## src/hw/rtl/fia_pkg.sv

```systemverilog
`timescale 1ns / 1ps
// ----------------------------------------------------------------------------
// fia_pkg
// Shared widths, event codes and divider handshake types for the frame
// interval averager.
// ----------------------------------------------------------------------------
package fia_pkg;

    localparam int WINDOW_DEPTH = 64;

    localparam int FUNC_W   = 2;
    localparam int TS_W     = 64;
    localparam int SAMPLE_W = 32;
    localparam int RATE_W   = 32;
    localparam int TPS_W    = 32;

    localparam int PTR_W  = (WINDOW_DEPTH > 1) ? $clog2(WINDOW_DEPTH) : 1;
    localparam int CNT_W  = $clog2(WINDOW_DEPTH + 1);
    localparam int SUM_W  = SAMPLE_W + $clog2(WINDOW_DEPTH);
    localparam int STEP_W = $clog2(SUM_W + 1);

    localparam logic [TPS_W-1:0] TPS_RESET = TPS_W'(10000000);

    // event codes
    localparam logic [FUNC_W-1:0] FUNC_TICK  = 2'd0;
    localparam logic [FUNC_W-1:0] FUNC_START = 2'd1;
    localparam logic [FUNC_W-1:0] FUNC_STOP  = 2'd2;

    typedef struct packed {
        logic             start;
        logic [SUM_W-1:0] dividend;
        logic [CNT_W-1:0] divisor;
    } div_req_t;

    typedef struct packed {
        logic                done;
        logic [SAMPLE_W-1:0] quotient;
    } div_rsp_t;

endpackage

```

## src/hw/rtl/fia_if.sv

```systemverilog
`timescale 1ns / 1ps
// ----------------------------------------------------------------------------
// fia_if
// Valid/ready channels: timer events in, averaged results out.
// ----------------------------------------------------------------------------
interface fia_evt_if;
    import fia_pkg::*;

    logic              valid;
    logic              ready;
    logic [FUNC_W-1:0] func;
    logic [TS_W-1:0]   timestamp;

    modport source (output valid, func, timestamp, input ready);
    modport sink   (input valid, func, timestamp, output ready);
endinterface

interface fia_res_if;
    import fia_pkg::*;

    logic                valid;
    logic                ready;
    logic [SAMPLE_W-1:0] avg_interval;
    logic [RATE_W-1:0]   frame_rate;
    logic                running;

    modport source (output valid, avg_interval, frame_rate, running, input ready);
    modport sink   (input valid, avg_interval, frame_rate, running, output ready);
endinterface

```

## src/hw/rtl/fia_sample_ram.sv

```systemverilog
`timescale 1ns / 1ps
// ----------------------------------------------------------------------------
// fia_sample_ram
// Interval sample ring storage, one write and one registered read per cycle.
// ----------------------------------------------------------------------------
module fia_sample_ram (
    input  logic                         clk,
    input  logic                         we,
    input  logic [fia_pkg::PTR_W-1:0]    waddr,
    input  logic [fia_pkg::SAMPLE_W-1:0] wdata,
    input  logic [fia_pkg::PTR_W-1:0]    raddr,
    output logic [fia_pkg::SAMPLE_W-1:0] rdata
);
    import fia_pkg::*;

    logic [SAMPLE_W-1:0] mem [WINDOW_DEPTH];

    always_ff @(posedge clk)
    begin
        if (we)
        begin
            mem[waddr] <= wdata;
        end
        rdata <= mem[raddr];
    end

endmodule

```

## src/hw/rtl/fia_divider.sv

```systemverilog
`timescale 1ns / 1ps
// ----------------------------------------------------------------------------
// fia_divider
// Restoring divider, one quotient bit per cycle: window sum / sample count.
// ----------------------------------------------------------------------------
module fia_divider (
    input  logic              clk,
    input  logic              rst_n,
    input  fia_pkg::div_req_t req,
    output fia_pkg::div_rsp_t rsp
);
    import fia_pkg::*;

    logic [SUM_W-1:0]  quo_reg, quo_next;
    logic [CNT_W-1:0]  rem_reg, rem_next;
    logic [CNT_W-1:0]  dvs_reg, dvs_next;
    logic [STEP_W-1:0] step_reg, step_next;
    logic              busy_reg, busy_next;
    logic              done_reg, done_next;
    logic [CNT_W:0]    trial;
    logic              qbit;

    // shift next dividend bit into the partial remainder
    assign trial = {rem_reg, quo_reg[SUM_W-1]};

    always_comb
    begin
        quo_next  = quo_reg;
        rem_next  = rem_reg;
        dvs_next  = dvs_reg;
        step_next = step_reg;
        busy_next = busy_reg;
        done_next = 1'b0;
        qbit      = 1'b0;
        if (req.start)
        begin
            quo_next  = req.dividend;
            rem_next  = '0;
            dvs_next  = req.divisor;
            step_next = STEP_W'(SUM_W);
            busy_next = 1'b1;
        end
        else if (busy_reg)
        begin
            if (trial >= {1'b0, dvs_reg})
            begin
                rem_next = CNT_W'(trial - {1'b0, dvs_reg});
                qbit     = 1'b1;
            end
            else
            begin
                rem_next = trial[CNT_W-1:0];
            end
            quo_next  = {quo_reg[SUM_W-2:0], qbit};
            step_next = step_reg - STEP_W'(1);
            if (step_reg == STEP_W'(1))
            begin
                busy_next = 1'b0;
                done_next = 1'b1;
            end
        end
    end

    always_ff @(posedge clk or negedge rst_n)
    begin
        if (!rst_n)
        begin
            quo_reg  <= '0;
            rem_reg  <= '0;
            dvs_reg  <= '0;
            step_reg <= '0;
            busy_reg <= 1'b0;
            done_reg <= 1'b0;
        end
        else
        begin
            quo_reg  <= quo_next;
            rem_reg  <= rem_next;
            dvs_reg  <= dvs_next;
            step_reg <= step_next;
            busy_reg <= busy_next;
            done_reg <= done_next;
        end
    end

    // quotient is an average of 32-bit samples, so the low bits hold it all
    assign rsp.done     = done_reg;
    assign rsp.quotient = quo_reg[SAMPLE_W-1:0];

endmodule

```

## src/hw/rtl/frame_interval_averager.sv

```systemverilog
`timescale 1ns / 1ps
// ----------------------------------------------------------------------------
// frame_interval_averager
// Moving-average frame timer with frames-per-second counter.
// ----------------------------------------------------------------------------
// Each event transaction carries a func code (frame tick, start, stop) and a
// 64-bit free-running counter timestamp, and yields exactly one result
// transaction with the current average interval, frame rate and run flag.
// A frame tick while running goes from acceptance to result through S_DIFF
// and S_TEST (64-bit interval, outlier and rate-window arithmetic), S_DROP
// and S_ADD (one ring update), S_DIV_START and S_DIV_WAIT (the bit-serial
// divider that produces one quotient bit per cycle for window_sum /
// sample_count), then S_OUT. Start, stop, stopped ticks and the unused code
// go straight to S_OUT. The block holds one event at a time; a result sits in
// an output register, so the next event can be accepted while the previous
// result waits. The user must write ticks_per_second through cfg_wr_en/
// cfg_wr_data only while idle (the block does not enforce this); it resets to
// 10,000,000. The sample ring is not cleared at reset: only written slots are used.
// ----------------------------------------------------------------------------
module frame_interval_averager (
    input  logic                      clk,
    input  logic                      rst_n,
    input  logic                      cfg_wr_en,
    input  logic [fia_pkg::TPS_W-1:0] cfg_wr_data,
    fia_evt_if.sink                   evt_ch,
    fia_res_if.source                 res_ch
);
    import fia_pkg::*;

    typedef enum logic [2:0] {
        S_IDLE,
        S_DIFF,
        S_TEST,
        S_DROP,
        S_ADD,
        S_DIV_START,
        S_DIV_WAIT,
        S_OUT
    } state_t;

    state_t              state_reg, state_next;
    logic [TPS_W-1:0]    tps_reg, tps_next;
    logic [TS_W-1:0]     last_ts_reg, last_ts_next;
    logic [TS_W-1:0]     te_reg, te_next;
    logic [TS_W-1:0]     diff_reg, diff_next;
    logic [SAMPLE_W-1:0] sample_reg, sample_next;
    logic                store_reg, store_next;
    logic [PTR_W-1:0]    ptr_reg, ptr_next;
    logic [CNT_W-1:0]    count_reg, count_next;
    logic [SUM_W-1:0]    sum_reg, sum_next;
    logic [SAMPLE_W-1:0] avg_reg, avg_next;
    logic [RATE_W-1:0]   frames_reg, frames_next;
    logic [TS_W-1:0]     acc_reg, acc_next;
    logic [RATE_W-1:0]   rate_reg, rate_next;
    logic                stopped_reg, stopped_next;
    logic                out_valid_reg, out_valid_next;
    logic [SAMPLE_W-1:0] out_avg_reg, out_avg_next;
    logic [RATE_W-1:0]   out_rate_reg, out_rate_next;
    logic                out_running_reg, out_running_next;

    logic                evt_accept;
    logic                ring_full;
    logic [TS_W:0]       acc_sum;
    logic [TS_W-1:0]     avg_ext;
    logic                ram_we;
    logic [SAMPLE_W-1:0] ram_rdata;
    div_req_t            div_req;
    div_rsp_t            div_rsp;

    assign evt_ch.ready = (state_reg == S_IDLE);
    assign evt_accept   = evt_ch.valid && evt_ch.ready;
    assign ring_full    = (count_reg == CNT_W'(WINDOW_DEPTH));
    assign avg_ext      = {{(TS_W-SAMPLE_W){1'b0}}, avg_reg};
    // saturating accumulator add: carry out means pin to all ones
    assign acc_sum      = {1'b0, acc_reg} + {1'b0, te_reg};
    assign ram_we       = (state_reg == S_ADD) && store_reg;

    assign div_req.start    = (state_reg == S_DIV_START) && (count_reg != '0);
    assign div_req.dividend = sum_reg;
    assign div_req.divisor  = count_reg;

    always_comb
    begin
        state_next       = state_reg;
        tps_next         = tps_reg;
        last_ts_next     = last_ts_reg;
        te_next          = te_reg;
        diff_next        = diff_reg;
        sample_next      = sample_reg;
        store_next       = store_reg;
        ptr_next         = ptr_reg;
        count_next       = count_reg;
        sum_next         = sum_reg;
        avg_next         = avg_reg;
        frames_next      = frames_reg;
        acc_next         = acc_reg;
        rate_next        = rate_reg;
        stopped_next     = stopped_reg;
        out_valid_next   = out_valid_reg;
        out_avg_next     = out_avg_reg;
        out_rate_next    = out_rate_reg;
        out_running_next = out_running_reg;

        // config must be written only while idle; the block does not enforce it
        if (cfg_wr_en)
        begin
            tps_next = cfg_wr_data;
        end

        if (out_valid_reg && res_ch.ready)
        begin
            out_valid_next = 1'b0;
        end

        unique case (state_reg)
            S_IDLE:
            begin
                if (evt_accept)
                begin
                    state_next = S_OUT;
                    case (evt_ch.func)
                        FUNC_TICK:
                        begin
                            if (stopped_reg)
                            begin
                                avg_next = '0;
                            end
                            else
                            begin
                                te_next      = evt_ch.timestamp - last_ts_reg;
                                last_ts_next = evt_ch.timestamp;
                                state_next   = S_DIFF;
                            end
                        end
                        FUNC_START:
                        begin
                            if (stopped_reg)
                            begin
                                last_ts_next = evt_ch.timestamp;
                                stopped_next = 1'b0;
                            end
                        end
                        FUNC_STOP:
                        begin
                            stopped_next = 1'b1;
                        end
                        default:
                        begin
                            // unused code: report current outputs
                        end
                    endcase
                end
            end
            S_DIFF:
            begin
                // |te - avg|, both differences formed, one picked
                diff_next = (te_reg >= avg_ext) ? (te_reg - avg_ext) : (avg_ext - te_reg);
                if (frames_reg != '1)
                begin
                    frames_next = frames_reg + RATE_W'(1);
                end
                acc_next   = acc_sum[TS_W] ? '1 : acc_sum[TS_W-1:0];
                state_next = S_TEST;
            end
            S_TEST:
            begin
                store_next  = (diff_reg < {{(TS_W-TPS_W){1'b0}}, tps_reg});
                sample_next = (|te_reg[TS_W-1:SAMPLE_W]) ? '1 : te_reg[SAMPLE_W-1:0];
                if (acc_reg > {{(TS_W-TPS_W){1'b0}}, tps_reg})
                begin
                    rate_next   = frames_reg;
                    frames_next = '0;
                    acc_next    = '0;
                end
                state_next = S_DROP;
            end
            S_DROP:
            begin
                // ram_rdata holds the slot at ptr_reg, read during S_TEST
                if (store_reg && ring_full)
                begin
                    sum_next = sum_reg - {{(SUM_W-SAMPLE_W){1'b0}}, ram_rdata};
                end
                state_next = S_ADD;
            end
            S_ADD:
            begin
                if (store_reg)
                begin
                    sum_next = sum_reg + {{(SUM_W-SAMPLE_W){1'b0}}, sample_reg};
                    if (!ring_full)
                    begin
                        count_next = count_reg + CNT_W'(1);
                    end
                    if (ptr_reg == PTR_W'(WINDOW_DEPTH - 1))
                    begin
                        ptr_next = '0;
                    end
                    else
                    begin
                        ptr_next = ptr_reg + PTR_W'(1);
                    end
                end
                state_next = S_DIV_START;
            end
            S_DIV_START:
            begin
                if (count_reg == '0)
                begin
                    avg_next   = '0;
                    state_next = S_OUT;
                end
                else
                begin
                    state_next = S_DIV_WAIT;
                end
            end
            S_DIV_WAIT:
            begin
                if (div_rsp.done)
                begin
                    avg_next   = div_rsp.quotient;
                    state_next = S_OUT;
                end
            end
            S_OUT:
            begin
                if (!out_valid_reg || res_ch.ready)
                begin
                    out_valid_next   = 1'b1;
                    out_avg_next     = avg_reg;
                    out_rate_next    = rate_reg;
                    out_running_next = !stopped_reg;
                    state_next       = S_IDLE;
                end
            end
            default:
            begin
                state_next = S_IDLE;
            end
        endcase
    end

    always_ff @(posedge clk or negedge rst_n)
    begin
        if (!rst_n)
        begin
            state_reg       <= S_IDLE;
            tps_reg         <= TPS_RESET;
            last_ts_reg     <= '0;
            te_reg          <= '0;
            diff_reg        <= '0;
            sample_reg      <= '0;
            store_reg       <= 1'b0;
            ptr_reg         <= '0;
            count_reg       <= '0;
            sum_reg         <= '0;
            avg_reg         <= '0;
            frames_reg      <= '0;
            acc_reg         <= '0;
            rate_reg        <= '0;
            stopped_reg     <= 1'b0;
            out_valid_reg   <= 1'b0;
            out_avg_reg     <= '0;
            out_rate_reg    <= '0;
            out_running_reg <= 1'b0;
        end
        else
        begin
            state_reg       <= state_next;
            tps_reg         <= tps_next;
            last_ts_reg     <= last_ts_next;
            te_reg          <= te_next;
            diff_reg        <= diff_next;
            sample_reg      <= sample_next;
            store_reg       <= store_next;
            ptr_reg         <= ptr_next;
            count_reg       <= count_next;
            sum_reg         <= sum_next;
            avg_reg         <= avg_next;
            frames_reg      <= frames_next;
            acc_reg         <= acc_next;
            rate_reg        <= rate_next;
            stopped_reg     <= stopped_next;
            out_valid_reg   <= out_valid_next;
            out_avg_reg     <= out_avg_next;
            out_rate_reg    <= out_rate_next;
            out_running_reg <= out_running_next;
        end
    end

    assign res_ch.valid        = out_valid_reg;
    assign res_ch.avg_interval = out_avg_reg;
    assign res_ch.frame_rate   = out_rate_reg;
    assign res_ch.running      = out_running_reg;

    // sample ring: read slot follows the write pointer continuously
    fia_sample_ram u_ram (
        .clk   (clk),
        .we    (ram_we),
        .waddr (ptr_reg),
        .wdata (sample_reg),
        .raddr (ptr_reg),
        .rdata (ram_rdata)
    );

    // serial divider for the window average
    fia_divider u_div (
        .clk   (clk),
        .rst_n (rst_n),
        .req   (div_req),
        .rsp   (div_rsp)
    );

endmodule

```

## src/flat_wrapper.sv

```systemverilog
// flat-port wrapper written by rule: the top's interface ports become plain ports
module frame_interval_averager_flat import fia_pkg::*;
  (clk, rst_n, cfg_wr_en, cfg_wr_data, evt_ch_valid, evt_ch_func, evt_ch_timestamp, evt_ch_ready, res_ch_valid, res_ch_avg_interval, res_ch_frame_rate, res_ch_running, res_ch_ready);
  fia_evt_if evt_ch_i ();
  fia_res_if res_ch_i ();
  input  logic clk;
  input  logic rst_n;
  input  logic cfg_wr_en;
  input  logic [fia_pkg::TPS_W-1:0] cfg_wr_data;
  input wire logic [$bits(evt_ch_i.valid)-1:0] evt_ch_valid;
  input wire logic [$bits(evt_ch_i.func)-1:0] evt_ch_func;
  input wire logic [$bits(evt_ch_i.timestamp)-1:0] evt_ch_timestamp;
  output wire logic [$bits(evt_ch_i.ready)-1:0] evt_ch_ready;
  output wire logic [$bits(res_ch_i.valid)-1:0] res_ch_valid;
  output wire logic [$bits(res_ch_i.avg_interval)-1:0] res_ch_avg_interval;
  output wire logic [$bits(res_ch_i.frame_rate)-1:0] res_ch_frame_rate;
  output wire logic [$bits(res_ch_i.running)-1:0] res_ch_running;
  input wire logic [$bits(res_ch_i.ready)-1:0] res_ch_ready;
  assign evt_ch_i.valid = evt_ch_valid;
  assign evt_ch_i.func = evt_ch_func;
  assign evt_ch_i.timestamp = evt_ch_timestamp;
  assign evt_ch_ready = evt_ch_i.ready;
  assign res_ch_valid = res_ch_i.valid;
  assign res_ch_avg_interval = res_ch_i.avg_interval;
  assign res_ch_frame_rate = res_ch_i.frame_rate;
  assign res_ch_running = res_ch_i.running;
  assign res_ch_i.ready = res_ch_ready;
  frame_interval_averager u_core (.clk(clk), .rst_n(rst_n), .cfg_wr_en(cfg_wr_en), .cfg_wr_data(cfg_wr_data), .evt_ch(evt_ch_i), .res_ch(res_ch_i));
endmodule
```

## config.mk

```make
export PLATFORM = sky130hd
export DESIGN_NAME = frame_interval_averager_flat
export DESIGN_NICKNAME = d
export VERILOG_FILES = /design/src/hw/rtl/fia_pkg.sv /design/src/hw/rtl/fia_if.sv /design/src/hw/rtl/fia_sample_ram.sv /design/src/hw/rtl/fia_divider.sv /design/src/hw/rtl/frame_interval_averager.sv /design/src/flat_wrapper.sv
export SDC_FILE = /design/constraint.sdc
export NUM_CORES = 2
export LEC_CHECK = 0
export ABC_AREA = 1
export BUFFER_PORTS_ARGS = -buffer_cell sky130_fd_sc_hd__buf_2
export CORE_MARGIN = 4
export CORE_UTILIZATION = 30
export CTS_CLUSTER_DIAMETER = 200
export CTS_CLUSTER_SIZE = 20
export DETAILED_ROUTE_END_ITERATION = 8
export SYNTH_ARGS = -nofsm -noshare
export SYNTH_HDL_FRONTEND = slang
export SYNTH_SLANG_ARGS = --single-unit
export TNS_END_PERCENT = 10
```

## constraint.sdc

```tcl
create_clock -name clk -period 5.5 [get_ports clk]
set_input_delay 0.825 -clock clk [delete_from_list [all_inputs] [get_ports clk]]
set_output_delay 0.825 -clock clk [all_outputs]
set_load 0.01 [all_outputs]
```

# ---- Word level (Yosys, flattened, before mapping)
# Memories as Yosys holds them, arrays and structs flattened. A register that Yosys moved wholly into a read port is not among the register bits.
# Index checks and enable logic that the tools add are counted.
dict set report totals {
  ff_bits 598
  ram_bits 2048
  mem_count 1
  inputBits 103
  wordCells 147
  output_inout_bits 67
}
dict set report classes {
  reduce_logical 31
  n_eq_ne 25
  mux 48
  bitwise 2
  addsub 11
  magnitude_cmp 4
}
# memory words word_bits rd rd_ports_with_merged_regs write_ports line
set mem_list {}
lappend mem_list {u_core.u_ram.mem 64 32 1 1 1 fia_sample_ram.sv:16} ;# logic [SAMPLE_W-1:0] mem [WINDOW_DEPTH];
# operator n
set op_table {}
lappend op_table {{$mux W64} 5}
lappend op_table {{$mux W32} 8}
lappend op_table {{$pmux W64 S2} 2}
lappend op_table {{$mux W38} 4}
lappend op_table {{$pmux W32 S3} 1}
lappend op_table {{$pmux W38 S2} 1}
lappend op_table {{$add A64 B64 Y65} 1}
lappend op_table {{$ge A64 B32 Y1} 1}
lappend op_table {{$gt A64 B32 Y1} 1}
lappend op_table {{$lt A64 B32 Y1} 1}
lappend op_table {{$pmux W32 S2} 1}
lappend op_table {{$sub A32 B64 Y64} 1}
lappend op_table {{$sub A64 B32 Y64} 1}
lappend op_table {{$sub A64 B64 Y64} 1}
lappend op_table {{$add A38 B32 Y38} 1}
lappend op_table {{$sub A38 B32 Y38} 1}
lappend op_table {{$add A32 B1 Y32 const B} 1}
lappend op_table {{$ne A32 B32 Y1 const B} 1}
lappend op_table {{$reduce_or A32 Y1} 1}
lappend op_table {{$pmux W3 S8} 1}
lappend op_table {{$mux W7} 3}
lappend op_table {{$mux W6} 3}
lappend op_table {{$mux W3} 5}
lappend op_table {{$reduce_and A3 Y1} 5}
lappend op_table {{31 further kinds} 70}

# ---- Longest topological paths before layout
dict set report logic_depth {
  word_depth 4
  depth_mapped 24
}

# ---- Hierarchy
# From an unflattened synthesis, not the netlist that was laid out.
dict set report hier_totals {
  hier_cells 13772
  area_unflattened_um2 128862.3
}
# mod area_each_um2 instances seq_area_each_um2 cells_each
set by_module_without_submodules {}
lappend by_module_without_submodules {fia_sample_ram 82738.1 1 62139.6 6769}
lappend by_module_without_submodules {frame_interval_averager 42901.1 1 13472.9 6626}
lappend by_module_without_submodules {fia_divider 3223.1 1 1501.4 377}

# ---- Worst setup path after synthesis
# No wires, ideal clock.
dict set report synth_timing {
  path_kind {register -> register}
  from {reg u_core.state_reg[1]}
  to {mem u_core.u_ram.mem[15][0] (enable)}
  arrival_time_ns 3.486
  n_path_buf 0
  path_slack_ns 1.553
  period_less_slack_ns 3.947
  stages_incl_launch_ff 10
  required_time_ns 5.039
  cell_sequence {dfrtp_1 nor2_1 inv_2 nor2_4 inv_2 nor2_2 inv_2 nor2_1 inv_2 nor3_1}
}
dict set report synth_between {
  elab_chain_len 4
}
# item line
set synth_lines {}
lappend synth_lines {{start, declared} frame_interval_averager.sv:41} ;# state_t state_reg, state_next;
lappend synth_lines {{start signal, assigned} frame_interval_averager.sv:270} ;# state_reg <= state_next;
lappend synth_lines {{$eq A3 B3 Y1} frame_interval_averager.sv:76} ;# assign ram_we = (state_reg == S_ADD) && store_reg;
lappend synth_lines {{$logic_and A1 B1 Y1} frame_interval_averager.sv:76}
lappend synth_lines {{$mux W1} fia_sample_ram.sv:20} ;# if (we)
lappend synth_lines {{$mux W1 (implied by the code)} fia_sample_ram.sv:22} ;# mem[waddr] <= wdata;
lappend synth_lines {{end, declared} fia_sample_ram.sv:16}
# No other way between the ends.

# ---- Worst setup path after layout
dict set report layout_timing {
  from {reg u_core.u_ram.rdata[0] (netlist name), read port of u_core.u_ram.mem}
  to {reg u_core.sum_reg[29]}
}
dict set report layout_between {
  elab_chain_len 3
}
# item line
set layout_lines {}
lappend layout_lines {{start, declared} fia_sample_ram.sv:12} ;# output logic [fia_pkg::SAMPLE_W-1:0] rdata
lappend layout_lines {{$sub A38 B32 Y38} frame_interval_averager.sv:182} ;# sum_next = sum_reg - {{(SUM_W-SAMPLE_W){1'b0}}, ram_rdata};
lappend layout_lines {{$mux W38} frame_interval_averager.sv:180} ;# if (store_reg && ring_full)
lappend layout_lines {{$pmux W38 S2} frame_interval_averager.sv:115} ;# unique case (state_reg)
lappend layout_lines {{end signal, assigned} frame_interval_averager.sv:279} ;# sum_reg <= sum_next;
lappend layout_lines {{end, declared} frame_interval_averager.sv:50} ;# logic [SUM_W-1:0] sum_reg, sum_next;
# No other way between the ends. The select of a mux whose other input is x is not followed.
# A chain may end at the register's enable or synchronous reset.

==> impl_metrics.json <==
{
  "top_register": "u_core.u_ram.mem",
  "post_cts_buffers": 0,
  "initial_core_util_pct": 30.2,
  "ant_nets": 0,
  "cts.path.max_buffers": 4,
  "drtIter0Drc": 10782,
  "final_cell_mix": "4006 x nand2_1, 2048 x edfxtp_1, 1136 x inv_1",
  "dp_cells": 17611,
  "grt_max_degree": 137,
  "period_share_pct": 71.8,
  "clock_skew_ns": 0.0935,
  "combPwrFrac_pct": 1.2,
  "synth-edff-count": 2048,
  "synth.cell_area_mm2": 0.123,
  "row_count": 234,
  "yosys-top-cells-area": "edfxtp_1 50%, nand2_1 12%, dfrtp_1 12%",
  "yosysWarnings": 0,
  "largest_reg_flops": 2048,
  "fin_util_pct": 33.3,
  "p_switching_mw": 7.01,
  "slew_headroom_pct": 9.08,
  "p_leak_nw": 50.4,
  "finalSetupViolations": 0,
  "hold_path.class": "in2reg",
  "ys_types": 63,
  "path_buf_inv": 2,
  "drt_pass1_iterations": 6,
  "clock-sinks": 2678,
  "cts_hold_buf": 1,
  "die_h_um": 648,
  "portBuffers": 169,
  "gp_congestion": 0.963,
  "ios": 170,
  "criticalPathCategory": "reg2reg",
  "drv_slew": 0,
  "grt_usage_pct": 19.1,
  "fillers": 41350,
  "layout_setup_ws_ns": 1.55,
  "setup_tns_ns": 0,
  "critPathArrivalTime_ns": 4.65,
  "die_area_mm2": 0.420,
  "cts_resized": 0,
  "ir_drop_mv": 0.235,
  "synthFlopType": "edfxtp_1",
  "postSynthCellCount": 12224,
  "cp_max_fo": 4,
  "nets": 12761,
  "p_clk_share_pct": 35.4,
  "cp.required_ns": 6.20,
  "cts_buffers": 156,
  "layout.cells.non_filler": 17842,
  "cts_tree": "built",
  "crit_family": "simple AND/OR/NAND/NOR gates",
  "routed_wl_um": 415000,
  "route.detailed.drc": 0,
  "timing.fmax_mhz": 253,
  "outcome": "complete, no violations",
  "cts_max_level": 4,
  "start_kind": "flip-flop",
  "seq_area_frac_synth_pct": 62.8,
  "post-dp-hpwl_um": 276000,
  "synth.avg_cell_area_um2": 10.1,
  "path_clk_slew_ns": 0.10,
  "syn_to_final_growth_pct": 10.4,
  "antenna_found_initial": 36,
  "timing.max_cap.violations": 0,
  "core_mm2": 0.407,
  "synth-seq-cells": 2678,
  "grt_pass1_wl_um": 594000,
  "netlist.area_leader.share_pct": 50.1,
  "internal_power_mw": 26.9,
  "clkLatencyLatePin_ns": 0.89,
  "slowest_delay_ns": 0.37,
  "pwr-share-seq_pct": 63.5,
  "grt_pass1_vias": 83803,
  "fin_crit_ns": 3.95,
  "end_kind": "flip-flop",
  "cts_root_buf": "clkbuf_16",
  "avgViaCountPerCell": 5.06,
  "syn_nets": 12643,
  "final_common_cell": "nand2_1",
  "async_reset_ff_share_pct": 22.3,
  "die_w_um": 648,
  "hold_violations": 0,
  "drive_gt1_share_pct": 6.38,
  "p_sw_share_pct": 20.7,
  "synth.largest_area_cell": "edfxtp_1",
  "power_density_mw_per_mm2": 250,
  "post_drt_wl_per_cell_um": 23.3,
  "rsz0062_at_grt": "false",
  "num_vias": 90264,
  "crit_chain": "inv_1 > ha_1 > nand3_1 > nor2_1 > nand4_1 > or3_1 > o21ai_0 > inv_1 > o22ai_1 > ha_1 > a21oi_1 > o21ai_0 > a21oi_1 > nand3_1 > nand2_1 > nand2_1 > or2_2 > nand3_1 > nand2_1",
  "place_ws_ns": 1.60,
  "critical-path-slowest-cell": "or3_1",
  "grt-ovfl-total": 0,
  "worst_pin_slew_ns": 1.36
}
-- metrics by stage --
step                power [mW]  hold slack, ns  instance area [um2]
floorplan                 22.1           0.448               123000
global placement          22.4           0.465               131000
detailed placement        22.4           0.467               131000
CTS                       34.2           0.142               136000
global route              34.9           0.175               136000
finish                    33.9           0.213               136000
-- path summary, 6_finish.rpt --
kind / from / endpoint / slack [ns] / depth (start not counted)
max: u_core.u_ram.rdata[0] / u_core.sum_reg[29] / 1.55 / 19
min: cfg_wr_data[4] / u_core.tps_reg[4] / 0.21 / 3
max reg2reg: u_core.u_ram.rdata[0] / u_core.sum_reg[29] / 1.55 / 19
min reg2reg: u_core.res_ch.avg_interval[8] / u_core.res_ch.avg_interval[8] / 0.49 / 2
max in group asynchronous: rst_n / u_core.u_div.rem_reg[0] / 3.51 / 3
min in group asynchronous: rst_n / u_core.acc_reg[56] / 0.59 / 2
-- area by class of cell --
class	count	area [um2]	share of cell area [%]
clock buffer	205	4110	3.03
clock inverter	12	145	0.107
antenna	13	32.5	0.0240
sequential	2678	77200	56.9
timing repair buffer	390	2820	2.08
multi-input combinational	7951	40100	29.6
tap	5428	6790	5.01
inverter	1165	4410	3.25
-- power by group through the flow --
stage	logic, mW	registers, mW	clock network, mW
after global routing	0.448	21.5	12.9
after CTS	0.403	21.5	12.2
after global placement	0.396	22.0	0
after detailed placement	0.399	22.0	0
final	0.391	21.5	12.0
after floorplan	0.162	22.0	0
-- cells in the mapped netlist, drive strengths merged (25+ instances only) --
cell type and number:
dfxtp 32, nand2 4013, dfrtp 590, a22o 35
o21ai 503, nor3 100, ha 310, nand3 484
buf 164, inv 1163, o21bai 27, o211ai 28
nand4 237, a22oi 243, nand3b 39, nor2 904
mux2 33, a21oi 421, edfxtp 2048, xnor2 33
a221oi 180, clkbuf 266, a31oi 25, nor4 27
xor2 127
-- worst reg2reg max path, cell delays in order (launching register included) --
cell     delay, ns
dfxtp_1       0.31
inv_1         0.08
ha_1          0.18
nand3_1       0.15
nor2_1        0.31
nand4_1       0.19
or3_1         0.37
o21ai_0       0.18
inv_1         0.06
o22ai_1       0.27
ha_1          0.34
a21oi_1       0.20
o21ai_0       0.16
a21oi_1       0.15
nand3_1       0.23
nand2_1       0.12
nand2_1       0.10
or2_2         0.29
nand3_1       0.07
nand2_1       0.05
-- layer usage --
metal  share of wire [%]  GRT usage, %
met1                  43          26.5
met2                  45          30.4
met3                 7.8          2.59
met4                 4.1          6.90
met5               0.013             0
-- cells by family after synthesis --
family                     share of synthesized area (%)
xor gates and xnor gates                            1.14
adders and majority gates                           3.25
DFF                                                 62.8
AOI/OAI and AO/OA                                   8.13
and+or+nand+nor                                     19.4
buffers and inverters                               5.06
muxes                                              0.302
Power figures use the tool's default switching activity.
